[config.mk]
export PLATFORM = sky130hd
export DESIGN_NAME = mut_front
export DESIGN_NICKNAME = d
export VERILOG_FILES = /design/src/sv/mut_pkg.sv /design/src/sv/mut_front.sv
export SDC_FILE = /design/constraint.sdc
export NUM_CORES = 1
export LEC_CHECK = 0
export ABC_CLOCK_PERIOD_IN_PS = 3350
export BUFFER_PORTS_ARGS = -buffer_cell sky130_fd_sc_hd__clkbuf_2
export CORE_MARGIN = 2
export CORE_UTILIZATION = 50
export DETAILED_ROUTE_END_ITERATION = 16
export PLACE_DENSITY = 0.78
export REMOVE_ABC_BUFFERS = 1
export SLEW_MARGIN = 0
export SYNTH_ARGS = -nofsm -noshare
export SYNTH_HDL_FRONTEND = slang
export SYNTH_SLANG_ARGS = --single-unit
[constraint.sdc]
create_clock -name aclk -period 3.35 [get_ports aclk]
set_input_delay 0.335 -clock aclk [delete_from_list [all_inputs] [get_ports aclk]]
set_output_delay 0.335 -clock aclk [all_outputs]
set_load 0.005 [all_outputs]
[src/sv/mut_pkg.sv]
// Shared types, constants and the fractional log2 table for the Maurer test core.
package mut_pkg;

    localparam int ACC_W    = 48;
    localparam int VAL_W    = 17;
    localparam int OUT_CNT_W = 32;
    localparam int REG_W    = 16;
    localparam int TBL_W    = 9;
    localparam int NUM_MUL  = 22272;
    localparam int DEN_MUL  = 625;
    localparam int NUM_W    = 63;

    localparam logic [ACC_W-1:0] ACC_MAX = {ACC_W{1'b1}};
    localparam logic [VAL_W-1:0] VAL_ONE = 17'h10000;

    localparam logic REG_WARMUP = 1'b0;
    localparam logic REG_TEST   = 1'b1;

    typedef logic [TBL_W-1:0] log_tbl_t [256];

    typedef enum logic [3:0] {
        ST_IDLE,
        ST_READ,
        ST_NORM,
        ST_UPDATE,
        ST_MUL,
        ST_SUM,
        ST_DIV,
        ST_DONE
    } back_state_t;

    typedef struct packed {
        logic       valid;
        logic [7:0] sym;
    } queue_item_t;

    function automatic logic [TBL_W-1:0] frac_log(input int m);
        logic [63:0] x;
        logic [63:0] r;
        x = 64'(256 + m) << 22;
        r = '0;
        for (int i = 0; i < 20; i++) begin
            x = (x * x) >> 30;
            r = r << 1;
            if (x >= (64'd2 << 30)) begin
                x = x >> 1;
                r = r | 64'd1;
            end
        end
        r = (r + (64'd1 << 11)) >> 12;
        return r[TBL_W-1:0];
    endfunction

    function automatic log_tbl_t build_log_tbl();
        log_tbl_t t;
        for (int m = 0; m < 256; m++) begin
            t[m] = frac_log(m);
        end
        return t;
    endfunction

    localparam log_tbl_t LOG_TBL = build_log_tbl();

endpackage

[src/sv/mut_front.sv]
// Input side: takes byte transfers into a two-entry queue for the back end.
module mut_front (
    input  logic             aclk,
    input  logic             aresetn,
    input  logic             s_valid,
    output logic             s_ready,
    input  logic [7:0]       s_sample_byte,
    output mut_pkg::queue_item_t q_head,
    input  logic             q_pop
);
    import mut_pkg::*;

    logic [7:0] slot_reg [2];
    logic       wr_ptr_reg, wr_ptr_next;
    logic       rd_ptr_reg, rd_ptr_next;
    logic [1:0] fill_reg, fill_next;
    logic       push;
    logic       pop;

    assign s_ready = (fill_reg != 2'd2);
    assign push    = s_valid && s_ready;
    assign pop     = q_pop && (fill_reg != 2'd0);

    assign q_head.valid = (fill_reg != 2'd0);
    assign q_head.sym   = slot_reg[rd_ptr_reg];

    always_comb begin
        wr_ptr_next = push ? ~wr_ptr_reg : wr_ptr_reg;
        rd_ptr_next = pop ? ~rd_ptr_reg : rd_ptr_reg;
        fill_next   = fill_reg;
        if (push && !pop) begin
            fill_next = fill_reg + 2'd1;
        end else if (pop && !push) begin
            fill_next = fill_reg - 2'd1;
        end
    end

    always_ff @(posedge aclk) begin
        if (!aresetn) begin
            wr_ptr_reg <= 1'b0;
            rd_ptr_reg <= 1'b0;
            fill_reg   <= 2'd0;
        end else begin
            wr_ptr_reg <= wr_ptr_next;
            rd_ptr_reg <= rd_ptr_next;
            fill_reg   <= fill_next;
        end
    end

    always_ff @(posedge aclk) begin
        if (push) begin
            slot_reg[wr_ptr_reg] <= s_sample_byte;
        end
    end
endmodule

==> results.yml <==
clock_tree:
  cts_buffers: 3
  cts.sinks: 21
  h-tree-depth: 1
  cts-root-buf: "clkbuf_4"
  clk_pin_slew_ps: 110
  clock_path_buffers: 2
  cts_tree: "done"
  insertion_delay_ps: 300
  cts_resized: 0
  holdBufCountCts: 0
  post_cts_buffers: 0
synth:
  synth_top_family_by_area: "multiplexers"
  synth_top_area_cell: "edfxtp_1"
  ys_seq_area_frac: 0.717
  netlist_area_um2: 810
  synthSimpleGateAreaFrac: 0.0711
  synth.area.top_cells: "edfxtp_1 59%, dfxtp_1 12%, mux2_2 11%"
  synth_cell_type_count: 17
  ys_seq_elements: 21
  synth_compound_gate_area_share: 0.0371
  synthMuxAreaShare: 0.111
  yosysWarnings: 0
  synth_top_area_frac: 0.594
  synth-xor-area-share: 0.0325
  syn_avg_cell_area_um2: 16.2
  synth_adder_area_share: 0.0155
  synthCells: 50
critical_path:
  path_cells: "mux2_2 -> clkbuf_2"
  rr_endpoint: "fill_reg[1]$_SDFFE_PN0P_"
  path_max_fanout: 8
  crit_required_ps: 3010
  worstPathArrival_ps: 1340
  ff2ff_path_depth: 5
  worst-setup-path-type: "reg -> out"
  end_kind: "output pin"
  crit_path_top_delay_cell: "dfxtp_1"
  max_stage_delay_ps: 550
  r2r_slack_ps: 1760
  reg2reg_from: "fill_reg[0]$_SDFFE_PN0P_"
  timing.critical_path.from_type: "flop"
min_path:
  hp-class: "in -> reg"
  worstHoldPathCells: 1
  hold_end: "slot_reg[0][1]$_DFFE_PP_"
  worstHoldStart: "s_sample_byte[1]"
final_layout:
  largest_register_ffs: 16
  stdcell_count: 90
  layout_common_cells: "21 x clkbuf_2, 16 x edfxtp_1, 8 x mux2_2"
  drive_gt1_frac: 0.473
  seqCellArea_um2: 581
  multiInputGateArea_um2: 216
  fin_nets: 88
  mostFrequentLayoutCell: "clkbuf_2"
  n_antenna_cell: 0
  syn_to_final_growth_pct: 18.1
  fillers: 118
  postLayoutCoreUtil: 0.635
place:
  place.detailed.hpwl_um: 865
  post-place-ws_ps: 1770
  placedCellCount: 86
  portBuffers: 21
  gp_congestion: 0.627
global_route:
  grt_pass1_vias: 415
  antenna_found_initial: 0
  grt_max_degree: 12
  overflow: 0
  track_usage: 0.137
  grt_pass1_wl_um: 1790
sta:
  hold_ws_ps: 216
  setup_viol: 0
  period_minus_slack_ps: 1670
  fin_skew_ps: 4.69
  relSlewSlack: 0.737
  tightest_slew_ps: 395
  hold_viol_final: 0
  final.setup.worst_slack_ps: 1680
  finalCritPeriodShare: 0.500
  drv_slew: 0
  rsz0062_at_grt: "no"
  max_freq_ghz: 0.597
  setup_tns_ps: 0
floorplanning:
  coreArea_mm2: 0.00151
  die_y_um: 44.2
  rows: 14
  io_pins: 22
  die_area_mm2: 0.00196
  start_util: 0.537
  die_w_um: 44.2
pwr:
  ir_worst_vdd_mv: 0.463
  leakage_nw: 0.392
  power_density_mw_per_mm2: 701
route:
  viasPerCell: 5.04
  antenna_left: 0
  wl_per_cell_um: 12.8
  routed-via-count: 454
  drc: 0
  dr.pass1.iters: 4
  drt_iter0_markers: 3
  wirelength_um: 1150
job:
  cap_violations: 0
status:
  outcome: "finished clean"
[where the power goes]
group | switching, mW | internal (mW) | leakage [nW]
sequential | 0.0355 | 0.330 | 0.191
clock | 0.0706 | 0.0464 | 0.0150
combinational | 0.0798 | 0.108 | 0.187
total | 0.186 | 0.485 | 0.392
[kinds of logic (layout without fill, tap and decap cells)]
family,after synthesis,after routing
adder cells (fa/ha/maj),1,1
AO/OA/AOI/OAI,5,5
AND/OR/NAND/NOR,9,9
multiplexers,8,8
XOR/XNOR,3,3
buffers and inverters,3,27
flip-flops,21,21
[Yosys cell counts]
cell type  count
a21oi_1        2
xor2_1         3
and2_1         1
buf_2          1
ha_1           1
or2_2          1
nor2_1         3
edfxtp_1      16
o21ai_0        2
inv_1          2
mux2_2         8
and3_1         1
nand2b_4       1
dfxtp_1        5
a21bo_2        1
or3_1          1
nand3b_1       1
[worst max-delay path: cells and delay by family, from the launching register on]
family | cells | cell delay (ps)
DFF | 1 | 550
buffers and inverters | 1 | 110
muxes | 1 | 380
[through the flow]
step	instance area (um2)	total power, mW
final	956	0.670
after global routing	956	0.715
after CTS	956	0.679
after detailed placement	930	0.563
after global placement	930	0.556
after floorplan	805	0.492
[layer usage]
metal / global-route usage / vias up / part of all wire / wire length [um]
li1: - / 230 / - / -
met1: 0.162 / 206 / 0.44 / 509
met2: 0.209 / 14 / 0.47 / 542
met3: 0.0367 / 4 / 0.052 / 60
met4: 0.109 / 0 / 0.036 / 41
met5: 0 / - / 0 / 0
[worst max path at each step]
stage,slack [ps],start,cells after the start,end
final,1680,flop,2,q_head[3]
after global routing,1590,flop,2,q_head[2]
after CTS,1650,flop,2,q_head[3]
after detailed placement,1770,fill_reg[0]$_SDFFE_PN0P_,5,fill_reg[1]$_SDFFE_PN0P_
after global placement,1830,fill_reg[0]$_SDFFE_PN0P_,5,fill_reg[1]$_SDFFE_PN0P_
after floorplan,1850,fill_reg[0]$_SDFFE_PN0P_,5,fill_reg[1]$_SDFFE_PN0P_
[layout make-up]
cell class              instances  area share
multi-input cells              26       0.226
flip-flops and latches         21       0.607
inverters                       2     0.00785
well taps                      16      0.0209
repair buffers                 21       0.110
clock buffers                   4      0.0275
No activity file was read; power rests on OpenSTA's default activity.
